**config.mk**
```make
export PLATFORM = sky130hd
export DESIGN_NAME = bitmap_frame_allocator
export DESIGN_NICKNAME = d
export VERILOG_FILES = /design/src/rtl/bfa_pkg.sv /design/src/rtl/bitmap_frame_allocator.sv /design/src/rtl/bfa_front.sv /design/src/rtl/bfa_queue.sv /design/src/rtl/bfa_back.sv
export SDC_FILE = /design/constraint.sdc
export NUM_CORES = 2
export LEC_CHECK = 0
export BUFFER_PORTS_ARGS = -buffer_cell sky130_fd_sc_hd__buf_2
export CAP_MARGIN = 20
export CORE_MARGIN = 3
export CORE_UTILIZATION = 30
export DETAILED_ROUTE_END_ITERATION = 8
export PLACE_DENSITY_LB_ADDON = 0.3
export RECOVER_POWER = 100
export SYNTH_ARGS = -nofsm -noshare
export SYNTH_HDL_FRONTEND = slang
export SYNTH_MEMORY_MAX_BITS = 65536
export SYNTH_SLANG_ARGS = --single-unit
export TNS_END_PERCENT = 1
```
**constraint.sdc**
```tcl
create_clock -name i_clk -period 12.6 [get_ports i_clk]
set_clock_uncertainty 0.15 [all_clocks]
set_input_delay 1.26 -clock i_clk [delete_from_list [all_inputs] [get_ports i_clk]]
set_output_delay 1.26 -clock i_clk [all_outputs]
set_load 0.02 [all_outputs]
```
**src/rtl/bfa_pkg.sv**
```systemverilog
// Shared types, constants and the command record of the bitmap frame allocator.
package bfa_pkg;

    localparam int FRAMES_DEF  = 4096;
    localparam int WORD_BITS   = 32;
    localparam int FRAME_W     = 12;
    localparam int COUNT_W     = 13;
    localparam int SUM_W       = 14;
    // Highest frame any command can reach is 4095 + 8191 - 1, so word index stays below 384.
    localparam int WORD_CAP    = 384;
    localparam int WORD_IDX_W  = 9;
    localparam int FRAME_REACH = 12286;
    localparam int QUEUE_DEPTH = 2;
    localparam logic [COUNT_W-1:0] FRAMES_IN_USE_RST = 13'd4096;

    typedef enum logic [1:0] {
        MODE_USED  = 2'd0,
        MODE_FREE  = 2'd1,
        MODE_QUERY = 2'd2,
        MODE_NONE  = 2'd3
    } t_mode;

    typedef enum logic [1:0] {
        K_IMM   = 2'd0,
        K_MARK  = 2'd1,
        K_QUERY = 2'd2
    } t_kind;

    typedef enum logic [1:0] {
        B_IDLE  = 2'd0,
        B_SWEEP = 2'd1,
        B_FLUSH = 2'd2
    } t_bstate;

    typedef struct packed {
        t_kind                  kind;
        logic                   set_used;
        logic                   imm_answer;
        logic [WORD_IDX_W-1:0]  first_word;
        logic [WORD_IDX_W-1:0]  last_word;
        logic [WORD_BITS-1:0]   first_mask;
        logic [WORD_BITS-1:0]   last_mask;
        logic [COUNT_W-1:0]     needed;
    } t_cmd;

endpackage

```
**src/rtl/bitmap_frame_allocator.sv**
```systemverilog
// Top level of the bitmap page frame allocator: front end, command queue and bitmap sweeper.
//
// Use: a command beat (i_mode, i_first_frame, i_frame_count) is taken at a rising edge where
// start is high and busy is low. Mode 0 marks a range of frames used, mode 1 marks it free,
// mode 2 asks whether at least i_frame_count free frames lie among the first frames_in_use
// frames; mode 3 does nothing. Every command yields exactly one result beat: o_done is high
// for one cycle with o_enough_free, which is only ever high for a satisfied query.
// The receiver cannot stall; results appear in command order. The user must write the
// frames_in_use via i_cfg_we / i_cfg_data only while idle; the block does not enforce it.
//
// Timing: the front end classifies a command in the cycle it is taken and parks it in a
// two-entry queue, so busy rises only when both entries are waiting. The sweeper then walks
// the covered bitmap words through one memory read port and one write port, one word per
// cycle, after the command is loaded in the idle state and before a flush state. Empty
// ranges, queries for zero frames, queries while frames_in_use is zero and mode 3 skip
// the walk, and their result shows in the cycle after the sweeper picks the command up.
// Reset clears the queue, the sweeper and a per-word valid flag, so the whole bitmap reads
// as free at once with no clearing pass; frames_in_use returns to 4096.
module bitmap_frame_allocator #(
    parameter int FRAMES = bfa_pkg::FRAMES_DEF
) (
    input  logic                        i_clk,
    input  logic                        i_rst_n,
    input  logic                        start,
    output logic                        busy,
    input  logic [1:0]                  i_mode,
    input  logic [bfa_pkg::FRAME_W-1:0] i_first_frame,
    input  logic [bfa_pkg::COUNT_W-1:0] i_frame_count,
    input  logic                        i_cfg_we,
    input  logic [bfa_pkg::COUNT_W-1:0] i_cfg_data,
    output logic                        o_done,
    output logic                        o_enough_free
);

    bfa_pkg::t_cmd front_cmd;
    bfa_pkg::t_cmd queue_cmd;
    logic          queue_valid;
    logic          queue_pop;

    // Classification is combinational; the queue captures it on the accepting edge.
    bfa_front #(
        .FRAMES(FRAMES)
    ) u_front (
        .i_clk        (i_clk),
        .i_rst_n      (i_rst_n),
        .i_cfg_we     (i_cfg_we),
        .i_cfg_data   (i_cfg_data),
        .i_mode       (i_mode),
        .i_first_frame(i_first_frame),
        .i_frame_count(i_frame_count),
        .o_cmd        (front_cmd)
    );

    bfa_queue u_queue (
        .i_clk  (i_clk),
        .i_rst_n(i_rst_n),
        .i_push (start),
        .i_cmd  (front_cmd),
        .i_pop  (queue_pop),
        .o_full (busy),
        .o_valid(queue_valid),
        .o_cmd  (queue_cmd)
    );

    // The sweeper owns the bitmap memory and the result register.
    bfa_back #(
        .FRAMES(FRAMES)
    ) u_back (
        .i_clk        (i_clk),
        .i_rst_n      (i_rst_n),
        .i_valid      (queue_valid),
        .i_cmd        (queue_cmd),
        .o_pop        (queue_pop),
        .o_done       (o_done),
        .o_enough_free(o_enough_free)
    );

endmodule

```
**src/rtl/bfa_front.sv**
```systemverilog
// Front end: holds the frame limit register and turns each command into a word-range record.
module bfa_front #(
    parameter int FRAMES = bfa_pkg::FRAMES_DEF
) (
    input  logic                        i_clk,
    input  logic                        i_rst_n,
    input  logic                        i_cfg_we,
    input  logic [bfa_pkg::COUNT_W-1:0] i_cfg_data,
    input  logic [1:0]                  i_mode,
    input  logic [bfa_pkg::FRAME_W-1:0] i_first_frame,
    input  logic [bfa_pkg::COUNT_W-1:0] i_frame_count,
    output bfa_pkg::t_cmd               o_cmd
);

    localparam int CLIP_I = (FRAMES < bfa_pkg::FRAME_REACH) ? FRAMES : bfa_pkg::FRAME_REACH;
    localparam logic [bfa_pkg::SUM_W-1:0] CLIP = bfa_pkg::SUM_W'(CLIP_I);

    logic [bfa_pkg::COUNT_W-1:0]  r_frames_in_use;
    logic [bfa_pkg::SUM_W-1:0]    range_end;
    logic [bfa_pkg::SUM_W-1:0]    stop;
    logic [bfa_pkg::SUM_W-1:0]    stop_last;
    logic [bfa_pkg::SUM_W-1:0]    limit;
    logic [bfa_pkg::SUM_W-1:0]    limit_last;
    logic                         range_empty;

    always_ff @(posedge i_clk) begin
        if (!i_rst_n) begin
            r_frames_in_use <= bfa_pkg::FRAMES_IN_USE_RST;
        end else if (i_cfg_we) begin
            r_frames_in_use <= i_cfg_data;
        end
    end

    always_comb begin
        range_end   = {2'b00, i_first_frame} + {1'b0, i_frame_count};
        stop        = (range_end < CLIP) ? range_end : CLIP;
        stop_last   = stop - bfa_pkg::SUM_W'(1);
        range_empty = ({2'b00, i_first_frame} >= stop);
        limit       = ({1'b0, r_frames_in_use} < CLIP) ? {1'b0, r_frames_in_use} : CLIP;
        limit_last  = limit - bfa_pkg::SUM_W'(1);
    end

    always_comb begin
        o_cmd            = '0;
        o_cmd.needed     = i_frame_count;
        o_cmd.first_mask = '1;
        o_cmd.last_mask  = '1;
        unique case (bfa_pkg::t_mode'(i_mode)) inside
            bfa_pkg::MODE_USED, bfa_pkg::MODE_FREE: begin
                o_cmd.set_used   = (bfa_pkg::t_mode'(i_mode) == bfa_pkg::MODE_USED);
                o_cmd.kind       = range_empty ? bfa_pkg::K_IMM : bfa_pkg::K_MARK;
                o_cmd.first_word = {2'b00, i_first_frame[bfa_pkg::FRAME_W-1:5]};
                o_cmd.last_word  = stop_last[bfa_pkg::SUM_W-1:5];
                o_cmd.first_mask = {bfa_pkg::WORD_BITS{1'b1}} << i_first_frame[4:0];
                o_cmd.last_mask  = {bfa_pkg::WORD_BITS{1'b1}} >> (5'd31 - stop_last[4:0]);
            end
            bfa_pkg::MODE_QUERY: begin
                if (i_frame_count == '0) begin
                    o_cmd.kind       = bfa_pkg::K_IMM;
                    o_cmd.imm_answer = 1'b1;
                end else if (limit == '0) begin
                    o_cmd.kind = bfa_pkg::K_IMM;
                end else begin
                    o_cmd.kind      = bfa_pkg::K_QUERY;
                    o_cmd.last_word = limit_last[bfa_pkg::SUM_W-1:5];
                    o_cmd.last_mask = {bfa_pkg::WORD_BITS{1'b1}} >> (5'd31 - limit_last[4:0]);
                end
            end
            bfa_pkg::MODE_NONE: begin
                o_cmd.kind = bfa_pkg::K_IMM;
            end
            default: begin
                o_cmd.kind = bfa_pkg::K_IMM;
            end
        endcase
    end

endmodule

```
**src/rtl/bfa_queue.sv**
```systemverilog
// Two-entry command queue between the front end and the bitmap sweeper.
module bfa_queue (
    input  logic          i_clk,
    input  logic          i_rst_n,
    input  logic          i_push,
    input  bfa_pkg::t_cmd i_cmd,
    input  logic          i_pop,
    output logic          o_full,
    output logic          o_valid,
    output bfa_pkg::t_cmd o_cmd
);

    localparam int PW = $clog2(bfa_pkg::QUEUE_DEPTH);
    localparam int CW = $clog2(bfa_pkg::QUEUE_DEPTH + 1);

    bfa_pkg::t_cmd   r_slot [bfa_pkg::QUEUE_DEPTH];
    logic [PW-1:0]   r_wr_ptr;
    logic [PW-1:0]   r_rd_ptr;
    logic [CW-1:0]   r_count;
    logic            do_push;
    logic            do_pop;

    assign o_full  = (r_count == CW'(bfa_pkg::QUEUE_DEPTH));
    assign o_valid = (r_count != '0);
    assign o_cmd   = r_slot[r_rd_ptr];
    assign do_push = i_push && !o_full;
    assign do_pop  = i_pop && o_valid;

    always_ff @(posedge i_clk) begin
        if (!i_rst_n) begin
            r_wr_ptr <= '0;
            r_rd_ptr <= '0;
            r_count  <= '0;
        end else begin
            if (do_push) begin
                r_wr_ptr <= r_wr_ptr + PW'(1);
            end
            if (do_pop) begin
                r_rd_ptr <= r_rd_ptr + PW'(1);
            end
            case ({do_push, do_pop})
                2'b10:   r_count <= r_count + CW'(1);
                2'b01:   r_count <= r_count - CW'(1);
                default: r_count <= r_count;
            endcase
        end
    end

    always_ff @(posedge i_clk) begin
        if (do_push) begin
            r_slot[r_wr_ptr] <= i_cmd;
        end
    end

endmodule

```
**src/rtl/bfa_back.sv**
```systemverilog
// Back end: sweeps the usage bitmap one word per cycle to mark ranges or count free frames.
module bfa_back #(
    parameter int FRAMES = bfa_pkg::FRAMES_DEF
) (
    input  logic          i_clk,
    input  logic          i_rst_n,
    input  logic          i_valid,
    input  bfa_pkg::t_cmd i_cmd,
    output logic          o_pop,
    output logic          o_done,
    output logic          o_enough_free
);

    localparam int WORDS     = (FRAMES + bfa_pkg::WORD_BITS - 1) / bfa_pkg::WORD_BITS;
    localparam int MEM_WORDS = (WORDS < bfa_pkg::WORD_CAP) ? WORDS : bfa_pkg::WORD_CAP;
    localparam int AW        = $clog2((MEM_WORDS > 1) ? MEM_WORDS : 2);
    localparam int W         = bfa_pkg::WORD_BITS;
    localparam int CW        = bfa_pkg::COUNT_W;

    logic [W-1:0]        r_mem [MEM_WORDS];
    logic [MEM_WORDS-1:0] r_valid;

    bfa_pkg::t_bstate    r_state;
    bfa_pkg::t_bstate    n_state;
    bfa_pkg::t_kind      r_kind;
    logic                r_used;
    logic [AW-1:0]       r_addr;
    logic [AW-1:0]       r_first;
    logic [AW-1:0]       r_last;
    logic [W-1:0]        r_fmask;
    logic [W-1:0]        r_lmask;
    logic [CW-1:0]       r_needed;
    logic [CW-1:0]       r_acc;

    logic                r_b_go;
    logic [AW-1:0]       r_b_addr;
    logic [W-1:0]        r_b_mask;
    logic [W-1:0]        r_rdata;
    logic                r_rvalid;

    logic                r_done;
    logic                r_answer;
    logic                n_done;
    logic                n_answer;

    logic                load;
    logic                issue;
    logic [W-1:0]        issue_mask;
    logic [W-1:0]        word_old;
    logic [W-1:0]        word_new;
    logic                wr_en;
    logic [5:0]          word_free;
    logic [CW:0]         free_now;
    logic                query_answer;

    assign o_done        = r_done;
    assign o_enough_free = r_answer;

    // Next state.
    always_comb begin
        n_state = r_state;
        unique case (r_state)
            bfa_pkg::B_IDLE: begin
                if (i_valid && i_cmd.kind != bfa_pkg::K_IMM) begin
                    n_state = bfa_pkg::B_SWEEP;
                end
            end
            bfa_pkg::B_SWEEP: begin
                if (r_addr == r_last) begin
                    n_state = bfa_pkg::B_FLUSH;
                end
            end
            bfa_pkg::B_FLUSH: n_state = bfa_pkg::B_IDLE;
            default:          n_state = bfa_pkg::B_IDLE;
        endcase
    end

    // Outputs of the state machine.
    always_comb begin
        o_pop    = 1'b0;
        load     = 1'b0;
        issue    = 1'b0;
        n_done   = 1'b0;
        n_answer = 1'b0;
        unique case (r_state)
            bfa_pkg::B_IDLE: begin
                o_pop = i_valid;
                load  = i_valid;
                if (i_valid && i_cmd.kind == bfa_pkg::K_IMM) begin
                    n_done   = 1'b1;
                    n_answer = i_cmd.imm_answer;
                end
            end
            bfa_pkg::B_SWEEP: issue = 1'b1;
            bfa_pkg::B_FLUSH: begin
                n_done   = 1'b1;
                n_answer = (r_kind == bfa_pkg::K_QUERY) && query_answer;
            end
            default: ;
        endcase
    end

    always_comb begin
        issue_mask = (r_addr == r_first) ? r_fmask : '1;
        if (r_addr == r_last) begin
            issue_mask = issue_mask & r_lmask;
        end
        word_old     = r_rvalid ? r_rdata : '0;
        word_new     = r_used ? (word_old | r_b_mask) : (word_old & ~r_b_mask);
        wr_en        = r_b_go && (r_kind == bfa_pkg::K_MARK);
        word_free    = 6'($countones(~word_old & r_b_mask));
        free_now     = {1'b0, r_acc} + {{(CW-5){1'b0}}, word_free};
        query_answer = (free_now >= {1'b0, r_needed});
    end

    always_ff @(posedge i_clk) begin
        if (!i_rst_n) begin
            r_state  <= bfa_pkg::B_IDLE;
            r_b_go   <= 1'b0;
            r_done   <= 1'b0;
            r_answer <= 1'b0;
            r_valid  <= '0;
        end else begin
            r_state  <= n_state;
            r_b_go   <= issue;
            r_done   <= n_done;
            r_answer <= n_answer;
            if (wr_en) begin
                r_valid[r_b_addr] <= 1'b1;
            end
        end
    end

    always_ff @(posedge i_clk) begin
        if (load) begin
            r_kind   <= i_cmd.kind;
            r_used   <= i_cmd.set_used;
            r_addr   <= i_cmd.first_word[AW-1:0];
            r_first  <= i_cmd.first_word[AW-1:0];
            r_last   <= i_cmd.last_word[AW-1:0];
            r_fmask  <= i_cmd.first_mask;
            r_lmask  <= i_cmd.last_mask;
            r_needed <= i_cmd.needed;
            r_acc    <= '0;
        end else begin
            if (issue) begin
                r_addr <= r_addr + AW'(1);
            end
            if (r_b_go) begin
                r_acc <= free_now[CW-1:0];
            end
        end
        r_b_addr <= r_addr;
        r_b_mask <= issue_mask;
    end

    always_ff @(posedge i_clk) begin
        if (issue) begin
            r_rdata  <= r_mem[r_addr];
            r_rvalid <= r_valid[r_addr];
        end
        if (wr_en) begin
            r_mem[r_b_addr] <= word_new;
        end
    end

endmodule

```
==> out/metrics.yaml <==
logic_synthesis:
  synthArstFlopShare_pct: 0
  syn-num-nets: 7851
  synth_edf_count: 4414
  synth_ff_type: "edfxtp_1"
  netlist_area_um2: 178400
  postSynthAreaPerCell_um2: 23.16
  netlist_instances: 7704
  ys_seq_elements: 4617
  yosysTopAreaCellShare_pct: 74.30
  synth.area.top_cells: "edfxtp_1 (74%), mux4_2 (17%), dfxtp_1 (2.3%)"
  yosys.area.top_type: "edfxtp_1"
  yosysWarnings: 0
  synthDistinctLibCells: 59
  ys_seq_area_share_pct: 76.58
worst_setup_path:
  cp.depth: 6
  critical_path_arrival_ps: 10880
  cp_slowest_cell: "clkbuf_1"
  r2r_cells: 6
  ff2ff_setup_slack_ps: 2300
  required_ps: 13180
  critPathLaunch: "u_back.r_addr[3]"
  r2r-end: "u_back.r_rdata[12]"
  critPathBufInv: 3
  worstPathCellList: "clkbuf_1 -> buf_4 -> buf_4 -> mux4_2 -> mux4_2 -> mux2_1"
  r2r_start: "u_back.r_addr[3]"
  crit_type: "reg2reg"
  end_kind: "flip-flop"
  critPathLaunchType: "flip-flop"
  path_max_fanout: 70
  crit_family: "buffers and inverters"
  endpoint: "u_back.r_rdata[12]"
  cp_slowest_stage_delay_ps: 5530
detailed_routing:
  drc: 0
  drt_iter0_drc: 9957
  routed_via_density: 5.132
  drt-wirelength-per-cell_um: 30.13
  drtAntennaViolNets: 0
  drtPass1Iterations: 6
  totalWireLength_um: 491000
  via_count: 83630
global_route:
  grt-busiest-layer: "met2"
  grt_pass1_wl_um: 684500
  overflow: 0
  antenna_found_initial: 74
  grt_max_degree: 153
  grt.total_usage_pct: 15.92
  use_met2_pct: 26.45
  grt_use_met1_pct: 21.96
  use_met3_pct: 2.188
  grt_pass1_vias: 85900
power_and_ir_drop:
  power_density_nw_per_um2: 267.6
  power_mw: 54.33
  p_leak_nw: 61.19
  irDropWorstVdd_v: 0.001589
final_layout:
  layout_commonest_cell: "edfxtp_1"
  areaGrowthSynthToFinish_pct: 13.80
  drive_gt1_share_pct: 26.99
  layout_common_cells: "edfxtp_1 (4414), mux4_2 (1386), clkbuf_16 (449)"
  fin_area_um2: 203000
  layout.cells.non_filler: 16300
  layout.nets: 8225
  finish.utilization_pct: 34.35
clock_tree:
  cts_htree_levels: 5
  path_clk_slew_ps: 70
  cts_setup_buffers: 0
  cts_resized: 0
  cts_tree: "done"
  numCtsBuffers: 443
  cts_hold_buf: 0
  cts_buffer_depth: 4
  cts_sinks: 4617
  clock-root-buffer: "clkbuf_16"
  insertion_delay_ps: 1030
job:
  maxCapViolCount: 234
sta:
  hold_viol_final: 0
  finalCriticalPeriod_ps: 10300
  setup_tns_ps: 0
  post-route-period-util_pct: 81.75
  tightestPinTransition_ps: 8153
  rsz0062_at_grt: "false"
  slew_headroom_pct: -443.6
  clock.fmax_mhz: 97.09
  report.final.slew_viol_count: 9476
  setup_violations: 0
placement:
  hpwl_um: 265800
  routabilityCongestion: 0.8016
  placed_cells: 15440
  place_area_um2: 190400
  portBuffers: 46
floorplan:
  core_um2: 591000
  io_pins: 47
  fp.dieH_um: 777.1
  rows: 282
  die_x_um: 777.1
  die_area_um2: 603900
  initial_core_util_pct: 30.18
status:
  failed_checks: "capacitance limit, slew limit"
  status: "finished with violations"
hold_path:
  hold_path.class: "in2reg"
==> registers in the layout, summed over array words and instances, names as in the netlist, 2 cells and up, named ones only <==
signal                   cells
u_back.r_lmask              31
u_back.r_b_addr              7
u_back.r_b_mask             32
u_front.r_frames_in_use     13
u_back.r_state               2
u_queue.r_count              2
u_back.r_kind                2
u_back.r_mem              4096
u_back.r_addr                7
u_back.r_fmask              31
u_back.r_acc                13
u_queue.r_slot             186
u_back.r_valid             128
u_back.r_needed             13
u_back.r_last                7
u_back.r_rdata              32
u_back.r_first               7
==> through the flow <==
stage          setup slack, ps  hold slack [ps]
2_1_floorplan             5314            196.2
3_3_place_gp              3918            291.3
3_5_place_dp              3943            299.9
4_1_cts                   3932            202.8
5_1_grt                   1946            280.5
6_report                  2300            308.1
==> layout make-up <==
type                    count  area [µm²]
diodes                     45       112.6
clock buffers             532       11580
clock inverters           278        2296
fillers                 54330      388000
inverters                  93       349.1
multi-input cells        2603       40700
flip-flops and latches   4617      136600
well taps                7810        9772
repair buffers            320        1592
==> how the worst min path moves through the flow <==
stage                            start  slack (ps)  cells after the start                          end
global route            i_cfg_data[12]         280                      3  u_front.r_frames_in_use[12]
global placement    u_back.r_valid[14]         290                      1           u_back.r_valid[14]
finish                  i_cfg_data[12]         310                      3  u_front.r_frames_in_use[12]
CTS                   i_frame_count[6]         200                      1         u_queue.r_slot[1][6]
floorplan             u_back.r_addr[2]         200                      0           u_back.r_b_addr[2]
detailed placement  u_back.r_valid[43]         300                      1           u_back.r_valid[43]
==> synth_stat cells (9+ instances only) <==
master and number:
a211oi_1 9, a21o_1 13, a21oi_1 35, and2_1 47, and3_1 9, buf_1 76, buf_2 60, clkbuf_1 253
dfxtp_1 203, edfxtp_1 4414, fa_1 28, ha_1 75, inv_1 92, mux2_2 128, mux2i_1 18, mux4_2 1386
nand2_1 144, nand2b_1 12, nand3_1 24, nand4_1 10, nor2_1 204, nor2b_1 37, nor3_1 19, o21a_1 134
o21ai_0 86, o22a_1 30, o22ai_1 9, xnor2_1 31, xor2_1 29
==> cells by family after synthesis <==
kind of cell	share of synthesized area, %
flops	76.58
mux	18.41
simple gates	1.371
buf+inv	1.067
compound gates	1.426
fa+ha+maj	0.8403
xor+xnor	0.3079
==> where the power goes <==
| part | leakage, nW | total [mW] | switching [mW] | internal [mW] |
|---|---|---|---|---|
| Sequential | 41.3 | 19.7 | 0.169 | 19.6 |
| Clock | 6.77 | 12.9 | 5.74 | 7.17 |
| Combinational | 13.1 | 21.7 | 13.0 | 8.65 |
| Total | 61.2 | 54.3 | 18.9 | 35.4 |
==> metal layers <==
layer	part of all wire, %	vias up
li1	-	33480
met3	6.4	658
met5	0.013	-
met1	42	46450
met4	3.2	8
met2	49	3035
==> worst min-delay path, cell delays in order <==
cell	delay, ps
buf_2	80
nand2_1	40
o211ai_1	70
Note: power is estimated with default switching activity, not from simulation.
